===== config.mk =====
export PLATFORM = sky130hd
export DESIGN_NAME = stream_side_classifier_unit_flat
export DESIGN_NICKNAME = d
export VERILOG_FILES = /design/src/ssc_pkg.sv /design/src/ssc_if.sv /design/src/ssc_cell.sv /design/src/stream_side_classifier_unit.sv /design/src/flat_wrapper.sv
export SDC_FILE = /design/constraint.sdc
export NUM_CORES = 1
export LEC_CHECK = 0
export BUFFER_PORTS_ARGS = -buffer_cell sky130_fd_sc_hd__buf_2
export CORE_MARGIN = 8
export CORE_UTILIZATION = 50
export DETAILED_ROUTE_END_ITERATION = 16
export PLACE_DENSITY = 0.71
export SLEW_MARGIN = 20
export SYNTH_ARGS = -nofsm -noshare
export SYNTH_HDL_FRONTEND = slang
export SYNTH_HIERARCHICAL = 1
export SYNTH_SLANG_ARGS = --single-unit

===== constraint.sdc =====
create_clock -name clk -period 5.7 [get_ports clk]
set_input_delay 0.57 -clock clk [delete_from_list [all_inputs] [get_ports clk]]
set_output_delay 0.57 -clock clk [all_outputs]
set_load 0.03 [all_outputs]

===== src/ssc_pkg.sv =====
// ssc_pkg: shared types, constants and helpers for the stream side classifier
// holds the d8 offset tables, the cross-product helper and the cell payload type
// no dependencies
package ssc_pkg;

  localparam int unsigned NumNbr   = 8;
  localparam int unsigned DirW     = 3;
  localparam int unsigned NbrDirsW = NumNbr * DirW;

  typedef logic [DirW-1:0]     dir_t;
  typedef logic signed [1:0]   ofs_t;
  typedef logic signed [3:0]   zval_t;

  // d8 direction codes, north first, clockwise
  typedef enum logic [DirW-1:0] {
    DIR_N  = 3'd0,
    DIR_NE = 3'd1,
    DIR_E  = 3'd2,
    DIR_SE = 3'd3,
    DIR_S  = 3'd4,
    DIR_SW = 3'd5,
    DIR_W  = 3'd6,
    DIR_NW = 3'd7
  } d8_t;

  // half turn in direction codes
  localparam dir_t HalfTurn = 3'd4;

  // payload handed from cell to cell
  typedef struct packed {
    dir_t                  fdir;
    dir_t                  sdir;
    zval_t                 za;
    logic [NumNbr-1:0]     nvalid;
    logic [NbrDirsW-1:0]   ndirs;
    logic                  seen;
    logic                  right;
    logic                  done;
  } cell_pay_t;

  // x offset of a d8 direction
  function automatic ofs_t dir_dx(input dir_t d);
    ofs_t r;
    case (d8_t'(d))
      DIR_N:   r = 2'sd0;
      DIR_NE:  r = 2'sd1;
      DIR_E:   r = 2'sd1;
      DIR_SE:  r = 2'sd1;
      DIR_S:   r = 2'sd0;
      DIR_SW:  r = -2'sd1;
      DIR_W:   r = -2'sd1;
      DIR_NW:  r = -2'sd1;
      default: r = 2'sd0;
    endcase
    return r;
  endfunction

  // y offset of a d8 direction
  function automatic ofs_t dir_dy(input dir_t d);
    ofs_t r;
    case (d8_t'(d))
      DIR_N:   r = 2'sd1;
      DIR_NE:  r = 2'sd1;
      DIR_E:   r = 2'sd0;
      DIR_SE:  r = -2'sd1;
      DIR_S:   r = -2'sd1;
      DIR_SW:  r = -2'sd1;
      DIR_W:   r = 2'sd0;
      DIR_NW:  r = 2'sd1;
      default: r = 2'sd0;
    endcase
    return r;
  endfunction

  // z component of the cross product a x b, range -2..2
  function automatic zval_t zcross(input ofs_t ax, input ofs_t ay,
                                   input ofs_t bx, input ofs_t by);
    zval_t ax4;
    zval_t ay4;
    zval_t bx4;
    zval_t by4;
    ax4 = zval_t'(ax);
    ay4 = zval_t'(ay);
    bx4 = zval_t'(bx);
    by4 = zval_t'(by);
    return zval_t'(ax4 * by4 - ay4 * bx4);
  endfunction

endpackage


===== src/ssc_if.sv =====
// ssc_in_if / ssc_out_if: valid-ready channels of the stream side classifier
// depends on ssc_pkg for field widths
interface ssc_in_if;
  logic                          valid;
  logic                          ready;
  logic [ssc_pkg::DirW-1:0]      flow_dir;
  logic [ssc_pkg::DirW-1:0]      stream_dir;
  logic [ssc_pkg::NumNbr-1:0]    neighbor_valid;
  logic [ssc_pkg::NbrDirsW-1:0]  neighbor_dirs;

  modport source (output valid, flow_dir, stream_dir, neighbor_valid, neighbor_dirs,
                  input ready);
  modport sink   (input valid, flow_dir, stream_dir, neighbor_valid, neighbor_dirs,
                  output ready);
endinterface

interface ssc_out_if;
  logic valid;
  logic ready;
  logic on_left;
  logic on_right;

  modport source (output valid, on_left, on_right, input ready);
  modport sink   (input valid, on_left, on_right, output ready);
endinterface


===== src/ssc_cell.sv =====
// ssc_cell: one neighbor cell of the classifier chain, one register stage
// examines the lowest pending neighbor and shifts the rest on; uses ssc_pkg
module ssc_cell (
  input  logic                          clk,
  input  logic                          rst_n,
  input  logic [ssc_pkg::DirW-1:0]      idx,
  input  logic                          up_valid,
  output logic                          up_ready,
  input  ssc_pkg::cell_pay_t            up_pay,
  output logic                          dn_valid,
  input  logic                          dn_ready,
  output ssc_pkg::cell_pay_t            dn_pay
);

  logic                valid_r;
  logic                valid_nxt;
  ssc_pkg::cell_pay_t  pay_r;
  ssc_pkg::cell_pay_t  pay_nxt;

  ssc_pkg::dir_t       back_dir;
  ssc_pkg::ofs_t       tx;
  ssc_pkg::ofs_t       ty;
  ssc_pkg::zval_t      zb;
  ssc_pkg::zval_t      zc;
  logic                trib;
  logic                same_side;
  logic                new_right;

  // stage advances when empty or when the next stage takes its item
  assign up_ready = !valid_r || dn_ready;

  // tributary test and side decision for this neighbor
  always_comb begin
    back_dir  = ssc_pkg::dir_t'(idx + ssc_pkg::HalfTurn);
    tx        = ssc_pkg::dir_dx(back_dir);
    ty        = ssc_pkg::dir_dy(back_dir);
    zb        = ssc_pkg::zcross(ssc_pkg::dir_dx(up_pay.fdir), ssc_pkg::dir_dy(up_pay.fdir),
                                tx, ty);
    zc        = ssc_pkg::zcross(ssc_pkg::dir_dx(up_pay.sdir), ssc_pkg::dir_dy(up_pay.sdir),
                                tx, ty);
    trib      = up_pay.nvalid[0] && (up_pay.ndirs[ssc_pkg::DirW-1:0] == back_dir)
                && !up_pay.done;
    same_side = (zb != 4'sd0) && ((up_pay.za == 4'sd0) || (up_pay.za[3] == zb[3]));
    new_right = same_side ? zb[3] : zc[3];

    pay_nxt        = up_pay;
    pay_nxt.nvalid = up_pay.nvalid >> 1;
    pay_nxt.ndirs  = up_pay.ndirs >> ssc_pkg::DirW;
    if (trib) begin
      if (up_pay.seen && (new_right != up_pay.right)) begin
        // junction between tributaries ends the scan
        pay_nxt.done = 1'b1;
      end else begin
        pay_nxt.right = new_right;
        pay_nxt.seen  = 1'b1;
      end
    end
  end

  // valid flag
  always_comb begin
    valid_nxt = valid_r;
    if (up_ready) begin
      valid_nxt = up_valid;
    end
  end

  always_ff @(posedge clk) begin
    if (!rst_n) begin
      valid_r <= 1'b0;
    end else begin
      valid_r <= valid_nxt;
    end
  end

  // payload register, no reset
  always_ff @(posedge clk) begin
    if (up_ready && up_valid) begin
      pay_r <= pay_nxt;
    end
  end

  assign dn_valid = valid_r;
  assign dn_pay   = pay_r;

  // a finished scan stays finished
  a_done_kept: assert property (@(posedge clk) disable iff (!rst_n)
    up_valid && up_ready && up_pay.done |=> pay_r.done)
    else $error("ssc_cell: done flag lost");

  // once a tributary is seen it stays seen
  a_seen_kept: assert property (@(posedge clk) disable iff (!rst_n)
    up_valid && up_ready && up_pay.seen |=> pay_r.seen)
    else $error("ssc_cell: seen flag lost");

  // flow and stream directions pass through unchanged
  a_dirs_kept: assert property (@(posedge clk) disable iff (!rst_n)
    up_valid && up_ready |=> (pay_r.fdir == $past(up_pay.fdir))
                             && (pay_r.sdir == $past(up_pay.sdir)))
    else $error("ssc_cell: directions altered");

endmodule


===== src/stream_side_classifier_unit.sv =====
// stream_side_classifier_unit: top level of the stream side classifier
// instantiates eight ssc_cell stages; uses ssc_pkg, ssc_in_if and ssc_out_if
//
// usage
//   in_ch carries one flow line item: flow direction, stream cell direction,
//   and the eight neighbor directions with their valid bits. out_ch returns
//   on_left / on_right for that item; both set means the side is undetermined
//   (channel head, line opposing the stream, or a junction between tributaries).
//   items are classified strictly in order, one result per item.
// timing
//   a chain of eight register cells, one per neighbor index, each looking at
//   its neighbor and passing the item on. the result of an item is shown on
//   out_ch from the register of the last cell. one item enters per cycle
//   while the chain is not stalled.
// reset
//   rst_n low clears every cell's valid flag; items in flight are dropped.
// stall
//   each cell holds its item while the next one is full and stalled, so a
//   stalled receiver fills the chain from the end; in_ch.ready drops only
//   when all eight cells hold items.
module stream_side_classifier_unit (
  input  logic        clk,
  input  logic        rst_n,
  ssc_in_if.sink      in_ch,
  ssc_out_if.source   out_ch
);

  logic               vld [0:ssc_pkg::NumNbr];
  logic               rdy [0:ssc_pkg::NumNbr];
  ssc_pkg::cell_pay_t pay [0:ssc_pkg::NumNbr];

  ssc_pkg::cell_pay_t head_pay;
  logic               fin_both;

  // head: cross product of flow and stream, opposite-direction check
  always_comb begin
    head_pay.fdir   = in_ch.flow_dir;
    head_pay.sdir   = in_ch.stream_dir;
    head_pay.za     = ssc_pkg::zcross(ssc_pkg::dir_dx(in_ch.flow_dir),
                                      ssc_pkg::dir_dy(in_ch.flow_dir),
                                      ssc_pkg::dir_dx(in_ch.stream_dir),
                                      ssc_pkg::dir_dy(in_ch.stream_dir));
    head_pay.nvalid = in_ch.neighbor_valid;
    head_pay.ndirs  = in_ch.neighbor_dirs;
    head_pay.seen   = 1'b0;
    head_pay.right  = 1'b1;
    head_pay.done   = (ssc_pkg::dir_t'(in_ch.flow_dir + ssc_pkg::HalfTurn)
                       == in_ch.stream_dir);
  end

  assign vld[0]      = in_ch.valid;
  assign pay[0]      = head_pay;
  assign in_ch.ready = rdy[0];

  // one cell per neighbor index
  for (genvar g = 0; g < ssc_pkg::NumNbr; g++) begin : g_cell
    ssc_cell u_cell (
      .clk      (clk),
      .rst_n    (rst_n),
      .idx      (ssc_pkg::dir_t'(g)),
      .up_valid (vld[g]),
      .up_ready (rdy[g]),
      .up_pay   (pay[g]),
      .dn_valid (vld[g+1]),
      .dn_ready (rdy[g+1]),
      .dn_pay   (pay[g+1])
    );
  end

  // result from the last cell register
  assign fin_both        = pay[ssc_pkg::NumNbr].done || !pay[ssc_pkg::NumNbr].seen;
  assign out_ch.valid    = vld[ssc_pkg::NumNbr];
  assign out_ch.on_left  = fin_both || !pay[ssc_pkg::NumNbr].right;
  assign out_ch.on_right = fin_both || pay[ssc_pkg::NumNbr].right;
  assign rdy[ssc_pkg::NumNbr] = out_ch.ready;

endmodule


===== src/flat_wrapper.sv =====
// flat-port wrapper written by rule: the top's interface ports become plain ports
module stream_side_classifier_unit_flat 
  (clk, rst_n, in_ch_valid, in_ch_flow_dir, in_ch_stream_dir, in_ch_neighbor_valid, in_ch_neighbor_dirs, in_ch_ready, out_ch_valid, out_ch_on_left, out_ch_on_right, out_ch_ready);
  ssc_in_if in_ch_i ();
  ssc_out_if out_ch_i ();
  input  logic clk;
  input  logic rst_n;
  input wire logic [$bits(in_ch_i.valid)-1:0] in_ch_valid;
  input wire logic [$bits(in_ch_i.flow_dir)-1:0] in_ch_flow_dir;
  input wire logic [$bits(in_ch_i.stream_dir)-1:0] in_ch_stream_dir;
  input wire logic [$bits(in_ch_i.neighbor_valid)-1:0] in_ch_neighbor_valid;
  input wire logic [$bits(in_ch_i.neighbor_dirs)-1:0] in_ch_neighbor_dirs;
  output wire logic [$bits(in_ch_i.ready)-1:0] in_ch_ready;
  output wire logic [$bits(out_ch_i.valid)-1:0] out_ch_valid;
  output wire logic [$bits(out_ch_i.on_left)-1:0] out_ch_on_left;
  output wire logic [$bits(out_ch_i.on_right)-1:0] out_ch_on_right;
  input wire logic [$bits(out_ch_i.ready)-1:0] out_ch_ready;
  assign in_ch_i.valid = in_ch_valid;
  assign in_ch_i.flow_dir = in_ch_flow_dir;
  assign in_ch_i.stream_dir = in_ch_stream_dir;
  assign in_ch_i.neighbor_valid = in_ch_neighbor_valid;
  assign in_ch_i.neighbor_dirs = in_ch_neighbor_dirs;
  assign in_ch_ready = in_ch_i.ready;
  assign out_ch_valid = out_ch_i.valid;
  assign out_ch_on_left = out_ch_i.on_left;
  assign out_ch_on_right = out_ch_i.on_right;
  assign out_ch_i.ready = out_ch_ready;
  stream_side_classifier_unit u_core (.clk(clk), .rst_n(rst_n), .in_ch(in_ch_i), .out_ch(out_ch_i));
endmodule

==> results.yml, run 1 <==
timing:
  slew_headroom_pct: 37.2
  finalHoldViolations: 0
  setup_viol: 0
  min_period_over_period_pct: 74.5
  rsz0062_at_grt: "no"
  max_freq_mhz: 236
  worst_slew_pin_slew_ns: 0.942
  finalWorstPathRequiredPeriod_ns: 4.25
  finClkSkew_ns: 0.00684
  setup_tns_ns: 0
  drv_slew: 0
synthesis:
  syn_area_um2: 13800
  yosysWarnings: 6
  avgSynthCellArea_um2: 11.9
  syn_inst: 1155
critical_path:
  cp_cell_sequence: "nor2_1 > nor2_1 > and2_1 > fa_1 > inv_1 > ha_1 > inv_1 > fa_1 > ha_1 > inv_1 > fa_1 > xor2_1 > xnor2_1 > xnor2_1 > xnor2_2 > nor2_1 > or4b_1 > nand4_1"
  critPathRequiredTime_ns: 6.07
  worst-path-max-fanout: 7
  path_buf_inv: 3
  critPathMaxStageDelay_ns: 0.53
  critPathSlowestCell: "fa_1"
  crit_family: "adder cells"
  cp-start-kind: "register"
  crit_type: "register to register"
  arrival_ns: 4.62
  cp-end-kind: "register"
floorplan:
  coreArea_um2: 27000
  die_w_um: 182
  initial_core_util_pct: 51.0
  rows: 60
  boundaryPins: 46
  die-area_um2: 33100
  die_h_um: 182
global_routing:
  antenna_found_initial: 0
  grt_max_degree: 42
  grtUsageTotal_pct: 13.9
  grt_pass1_vias: 8409
  grt_pass1_wl_um: 38900
  overflow: 0
worst_hold_path:
  min_path_type: "primary input to register"
drt:
  postRouteAntennaNets: 0
  vias_per_cell: 5.01
  drtPass1Iterations: 5
  wl_per_cell_um: 13.6
  drtIter0Drc: 438
  routed_wl_um: 22200
  drc: 0
  vias: 8172
clock_network:
  cts.sinks: 214
  clk_latency_ns: 0.50
  ctsResizeCount: 0
  cts_max_level: 1
  cts_root_buffer: "clkbuf_16"
  cts-hold-fix-buffers: 0
  cts_setup_buffers: 0
  cts_inserted_buffers: 23
  tritoncts: "built"
  clk_pin_slew_ns: 0.06
  clockBufferDepth: 3
power:
  p_int_mw: 3.18
  p_switching_mw: 1.26
  p_leak_nw: 5.97
  ir_worst_vdd_mv: 0.220
  clkPwrFrac_pct: 31.8
  seqPwrFrac_pct: 41.4
  power.density_nw_per_um2: 291
  swShare_pct: 28.3
  pwr-share-comb_pct: 26.8
flow_run:
  drv_cap: 0
placed_design:
  port_buffers: 45
  hpwl_um: 17400
  gp_congestion: 0.827
  place_area_um2: 14500
layout:
  ff_latch_area_um2: 6350
  multi_input_area_um2: 6890
  nFillCells: 2197
  diodes: 0
  fin_area_um2: 15200
  fin_nets: 1465
  syn_to_final_growth_pct: 10.8
  drive_above_1_share_pct: 12.3
run_status:
  status: "complete, no violations"
placed cells by master, fill, tap and decap left out, types with 34 or more instances in the layout:
master    count
edfxtp_1    206
inv_1       161
nor2_1       84
fa_1         79
conb_1       70
ha_1         69
xnor2_1      64
buf_2        45
nor3_1       43
nand2b_1     34
final timing paths:
path / from / to / slack, ns / cells past startpoint
min reg2reg: u_core/g_cell[0].u_cell/dn_pay[31] / u_core/g_cell[1].u_cell/dn_pay[30] / 0.42 / 0
max reg2reg: u_core/g_cell[0].u_cell/dn_pay[43] / u_core/g_cell[1].u_cell/dn_pay[0] / 1.45 / 18
max: u_core/g_cell[0].u_cell/dn_pay[43] / u_core/g_cell[1].u_cell/dn_pay[0] / 1.45 / 18
min: in_ch_neighbor_valid[7] / u_core/g_cell[0].u_cell/dn_pay[33] / 0.24 / 1
metal layers:
metal  vias up  GRT usage [%]  wire length, µm
met2       114           24.7            11000
met1      3869           17.2             9950
li1       4156              -                -
met3        33           2.32              743
met5         -              0                0
met4         0           3.64              403
state kept, by name (all words and copies together), names as in the netlist:
register	count
u_core/g_cell.u_cell/dn_pay	206
u_core/g_cell.u_cell/dn_valid	8
power by group through the flow:
stage | Clock, mW | Sequential (mW) | Combinational [mW]
5_1_grt | 1.52 | 1.85 | 1.36
3_3_place_gp | 0 | 1.87 | 1.13
4_1_cts | 1.46 | 1.84 | 1.17
2_1_floorplan | 0 | 1.86 | 0.987
3_5_place_dp | 0 | 1.87 | 1.16
6_report | 1.41 | 1.84 | 1.19
area by class of cell:
type | count | area share (%)
Clock inverter | 15 | 0.919
Sequential cell | 214 | 41.6
Inverter | 163 | 4.01
Multi-Input combinational cell | 826 | 45.2
Clock buffer | 26 | 3.85
Tap cell | 341 | 2.80
Timing Repair Buffer | 47 | 1.58
per-stage QoR:
step	hold slack [ns]	worst slack [ns]	total power, mW	utilization (%)	instances
6_report	0.241	1.45	4.44	56.6	1632
5_1_grt	0.214	1.19	4.73	56.6	1632
4_1_cts	0.213	1.43	4.47	56.5	1632
3_5_place_dp	0.405	1.20	3.04	53.8	1591
3_3_place_gp	0.401	1.34	3.00	53.8	1591
2_1_floorplan	0.400	1.52	2.84	-	1223
(Power assumes the default switching activity.)
==> inputs of run 2 (changes only) <==
PLACE_DENSITY = 0.74   (was 0.71)
clock period = 3.7 ns   (was 5.7 ns; I/O delays follow)
==> run 2 against run 1 <==
Net effect:
- the run now ends with negative setup slack left
- sequential cell count stayed put
- critical endpoint is now u_core/g_cell[7].u_cell/dn_pay[1]
- final cell count up 6.3%
- power rose by 64%
- largest cell class unchanged
==> results.yml, run 2 (synthesized netlist as in run 1, its figures left out) <==
layout:
  final_cell_mix: "206 x edfxtp_1, 150 x inv_1, 106 x buf_4, 83 x nor2_1"
  fin_area_um2: 16300
  largest_reg_flops: 206
  final_common_cell: "edfxtp_1"
  nFillCells: 2048
  syn_to_final_growth_pct: 18.7
  drive_above_1_share_pct: 23.9
  fin_nets: 1570
  final_cells: 1735
  diodes: 0
global_routing:
  grt_pass1_wl_um: 42000
  antenna_found_initial: 0
  grt_max_degree: 42
  overflow: 0
  grt_pass1_vias: 9154
  grtUsageTotal_pct: 15.0
drt:
  vias_per_cell: 5.01
  wl_per_cell_um: 14.1
  postRouteAntennaNets: 0
  routed_wl_um: 24400
  vias: 8687
  drc: 0
  drtPass1Iterations: 4
  drtIter0Drc: 372
clock_network:
  clk_pin_slew_ns: 0.06
  cts_root_buffer: "clkbuf_16"
  clk_latency_ns: 0.51
  cts_inserted_buffers: 23
  cts_max_level: 1
  tritoncts: "built"
  cts.sinks: 214
  clockBufferDepth: 3
timing:
  rsz0062_at_grt: "yes"
  slew_headroom_pct: 28.5
  worst_slew_pin_slew_ns: 1.07
  hold_slack_ns: 0.0270
  finalWorstPathRequiredPeriod_ns: 4.02
  setup_tns_ns: -2.11
  max_freq_mhz: 249
  setup_viol: 10
  finalHoldViolations: 0
  drv_slew: 0
  fin_ws_ns: -0.319
  finClkSkew_ns: 0.0130
  min_period_over_period_pct: 109
critical_path:
  cp-end-kind: "register"
  critPathRequiredTime_ns: 3.97
  path_buf_inv: 3
  arrival_ns: 4.29
  crit_type: "register to register"
  cp-start-kind: "register"
  cp_cell_sequence: "nor2_1 > nor2_1 > and2_1 > fa_1 > inv_1 > ha_1 > inv_2 > fa_1 > ha_2 > inv_2 > fa_2 > xnor2_2 > xnor2_1 > xnor2_1 > xnor2_1 > a311oi_2 > o21ai_2 > mux2_2"
  cp_common_cell: "xnor2_1"
  critPathMaxStageDelay_ns: 0.54
  worst-path-max-fanout: 3
  critPathSlowestCell: "fa_1"
  crit_family: "adder cells"
flow_run:
  drv_cap: 0
floorplan:
  die-area_um2: 33100
  rows: 60
  die_w_um: 182
  die_h_um: 182
  boundaryPins: 46
  initial_core_util_pct: 51.0
  coreArea_um2: 27000
power:
  p_leak_nw: 6.53
  ir_worst_vdd_mv: 0.390
  power.density_nw_per_um2: 445
placed_design:
  gp_congestion: 0.836
  pre_cts_ws_ns: -0.418
  hpwl_um: 18700
  dpl.cell_count: 1675
  place_area_um2: 15200
  port_buffers: 45
worst_hold_path:
  min_path_type: "primary input to register"
run_status:
  violations: "negative setup slack"
  status: "finished with violations"
## run 2: cell count changes in the layout (fill, tap and decap cells not counted), moves of 4 or more
cell     before  now
xnor2_1      64   50
fa_2          0    9
ha_1         69   57
xnor2_2       6   19
fa_1         79   70
buf_4         2  106
inv_2         2   13
ha_2          0    8
ha_4          0    4
inv_1       161  150
## run 2: area by class of cell
type	count	area (µm²)	area share (%)
timing repair buffer	152	1030	6.32
tap	341	427	2.61
clock inverter	11	72.6	0.445
sequential	214	6350	38.9
multi-input combinational	826	7230	44.3
clock buffer	28	604	3.70
inverter	163	612	3.75
## run 2: routing by layer
layer / vias up / wire (µm) / global-route usage [%]
li1: 4356 / - / -
met1: 4171 / 10600 / 18.1
met2: 125 / 12600 / 27.8
met3: 35 / 804 / 2.08
met4: 0 / 457 / 3.94
met5: - / 0 / 0
## run 2: repair_timing
action | 4_1_cts | 5_1_grt
resized for setup | 9 | 45
pin swaps | 31 | 42
endpoints found under the setup margin | 12 | 15
cloned | 0 | 0
hold buffers | 0 | 0
setup buffers | 9 | 12
## run 2: worst paths after layout
check / from / endpoint / slack [ns] / cells past startpoint
worst max register to register: u_core/g_cell[6].u_cell/dn_pay[42] / u_core/g_cell[7].u_cell/dn_pay[1] / -0.32 / 18
worst min-delay path: in_ch_neighbor_valid[5] / u_core/g_cell[0].u_cell/dn_pay[31] / 0.03 / 1
worst max-delay path: u_core/g_cell[6].u_cell/dn_pay[42] / u_core/g_cell[7].u_cell/dn_pay[1] / -0.32 / 18
worst min register to register: u_core/g_cell[0].u_cell/dn_pay[23] / u_core/g_cell[1].u_cell/dn_pay[20] / 0.42 / 0
## run 2: power by group
part / internal (mW) / leakage [nW] / switching [mW]
clock network: 1.17 / 0.326 / 0.899
logic: 1.19 / 4.23 / 1.19
registers: 2.77 / 1.97 / 0.0484
total: 5.13 / 6.53 / 2.14
## run 2: metrics by stage
step	util, %	power [mW]
after floorplan	-	4.45
after global placement	56.6	4.86
after detailed placement	56.6	4.95
after CTS	59.4	7.12
after global routing	60.6	7.68
final	60.6	7.26
==> inputs of run 3 (changes only) <==
CORE_ASPECT_RATIO = 0.5   (was not set)
==> run 3 against run 2 <==
Net effect:
- core utilization shrank 1.1 points
- largest cell class unchanged
- power grew 0.88%
- critical endpoint is now u_core/g_cell[7].u_cell/dn_pay[0]
- the flow still finishes with violations (negative setup slack)
- maximum frequency shrank 0.96%
- global-route usage is essentially flat
==> results.yml, run 3 (synthesized netlist as in run 1, its figures left out) <==
global_routing:
  antenna_found_initial: 0
  grtUsageMet2_pct: 29.1
  grt_pass1_wl_um: 42700
  grt_pass1_vias: 9411
  grt_max_degree: 38
  grt_busiest_layer: "met2"
  grtUsageTotal_pct: 15.0
  overflow: 0
  use_met1_pct: 16.6
  grt.met3_usage_pct: 2.24
drt:
  routed_wl_um: 24800
  drc: 0
  drtPass1Iterations: 7
  drtIter0Drc: 345
  vias: 8732
  vias_per_cell: 4.99
  wl_per_cell_um: 14.2
  postRouteAntennaNets: 0
clock_network:
  cts_inserted_buffers: 22
  clk_pin_slew_ns: 0.06
  clockBufferDepth: 3
  cts.sinks: 214
  cts_max_level: 1
  cts_root_buffer: "clkbuf_16"
  clk_latency_ns: 0.51
  tritoncts: "built"
timing:
  max_freq_mhz: 246
  setup_viol: 10
  slew_headroom_pct: 33.2
  setup_tns_ns: -2.39
  fin_ws_ns: -0.358
  drv_slew: 0
  finalWorstPathRequiredPeriod_ns: 4.06
  hold_slack_ns: 0.0399
  rsz0062_at_grt: "yes"
  worst_slew_pin_slew_ns: 1.00
  finClkSkew_ns: 0.0135
  finalHoldViolations: 0
  min_period_over_period_pct: 110
critical_path:
  arrival_ns: 4.39
  cp-start-kind: "register"
  cp-end-kind: "register"
  crit_type: "register to register"
  worst-path-max-fanout: 3
  critPathRequiredTime_ns: 4.03
power:
  ir_worst_vdd_mv: 0.345
  power.density_nw_per_um2: 450
  p_leak_nw: 6.52
  finalPower_mw: 7.33
floorplan:
  boundaryPins: 46
  rows: 43
  die-area_um2: 33400
  die_h_um: 133
  initial_core_util_pct: 50.2
  die_w_um: 251
  coreArea_um2: 27400
run_status:
  status: "finished with violations"
  violations: "negative setup slack"
placed_design:
  hpwl_um: 19000
  dpl.cell_count: 1687
  pre_cts_ws_ns: -0.387
  port_buffers: 45
  gp_congestion: 0.819
layout:
  syn_to_final_growth_pct: 18.4
  final_cells: 1750
  diodes: 0
  drive_above_1_share_pct: 23.2
  nFillCells: 2135
  final_cell_mix: "206 x edfxtp_1, 146 x inv_1, 102 x buf_4, 83 x nor2_1, 71 x fa_1"
  final_common_cell: "edfxtp_1"
  fin_nets: 1564
  largest_reg_flops: 206
worst_hold_path:
  min_path_type: "primary input to register"
flow_run:
  drv_cap: 0
## run 3: cell count changes in the layout (fill, tap and decap cells not counted), moves of 3 or more
cell        previous run  this run
xnor2_1               50        55
buf_4                106       102
inv_1                150       146
inv_2                 13        17
xnor2_2               19        15
clkinv_1               1         4
clkinv_2               4         1
clkinvlp_4             3         0
o21ai_2                4         7
## run 3: where the power goes
part | switching [mW] | total [mW] | internal (mW)
sequential | 0.0454 | 2.82 | 2.77
combinational | 1.17 | 2.32 | 1.15
clock | 0.935 | 2.19 | 1.26
## run 3: routing by layer
layer | vias to the layer above | part of all wire (%)
met5 | - | 0
met4 | 0 | 3.3
met3 | 51 | 2.7
met2 | 106 | 54
met1 | 4217 | 40
li1 | 4358 | -
## run 3: worst max-delay path, stage by stage, from the launching register on
cell and delay (ns):
edfxtp_1 0.42, nor2_1 0.12, nor2_1 0.07, and2_4 0.16, fa_1 0.46, inv_2 0.08
ha_4 0.12, inv_2 0.03, fa_1 0.53, ha_2 0.17, inv_2 0.04, fa_2 0.34
xnor2_2 0.14, xnor2_1 0.17, xnor2_1 0.16, xnor2_1 0.12, a311oi_2 0.31, o21ai_2 0.09
buf_4 0.14, a311oi_2 0.20
## run 3: timing repair
action / CTS / global route
gates resized for setup: 17 / 33
pin swaps: 47 / 56
hold buffers: 0 / 0
setup buffers: 15 / 9
endpoints found under the hold margin: 0 / 0
cloned: 0 / 0
endpoints found under the setup margin: 12 / 15
## run 3: per-stage QoR
| stage | area (µm²) | util [%] |
|---|---|---|
| after floorplan | 14100 | - |
| after global placement | 15200 | 55.5 |
| after detailed placement | 15200 | 55.5 |
| after CTS | 16100 | 58.8 |
| after global routing | 16300 | 59.5 |
| final | 16300 | 59.5 |
## run 3: area by class of cell
class                      count  area [µm²]  share of cell area (%)
sequential                   214        6350                    39.0
tap                          360         450                    2.77
timing repair buffer         147         991                    6.08
clock buffer                  25         562                    3.45
inverter                     163         612                    3.76
clock inverter                15         160                   0.983
multi-input combinational    826        7170                    44.0
## run 3: final timing paths
kind / from / end / slack [ns] / depth (start not counted)
worst max-delay path: u_core/g_cell[6].u_cell/dn_pay[42] / u_core/g_cell[7].u_cell/dn_pay[0] / -0.36 / 19
worst min-delay path: in_ch_neighbor_dirs[17] / u_core/g_cell[0].u_cell/dn_pay[17] / 0.04 / 1
worst max register to register: u_core/g_cell[6].u_cell/dn_pay[42] / u_core/g_cell[7].u_cell/dn_pay[0] / -0.36 / 19
worst min register to register: u_core/g_cell[0].u_cell/dn_pay[19] / u_core/g_cell[1].u_cell/dn_pay[16] / 0.41 / 0
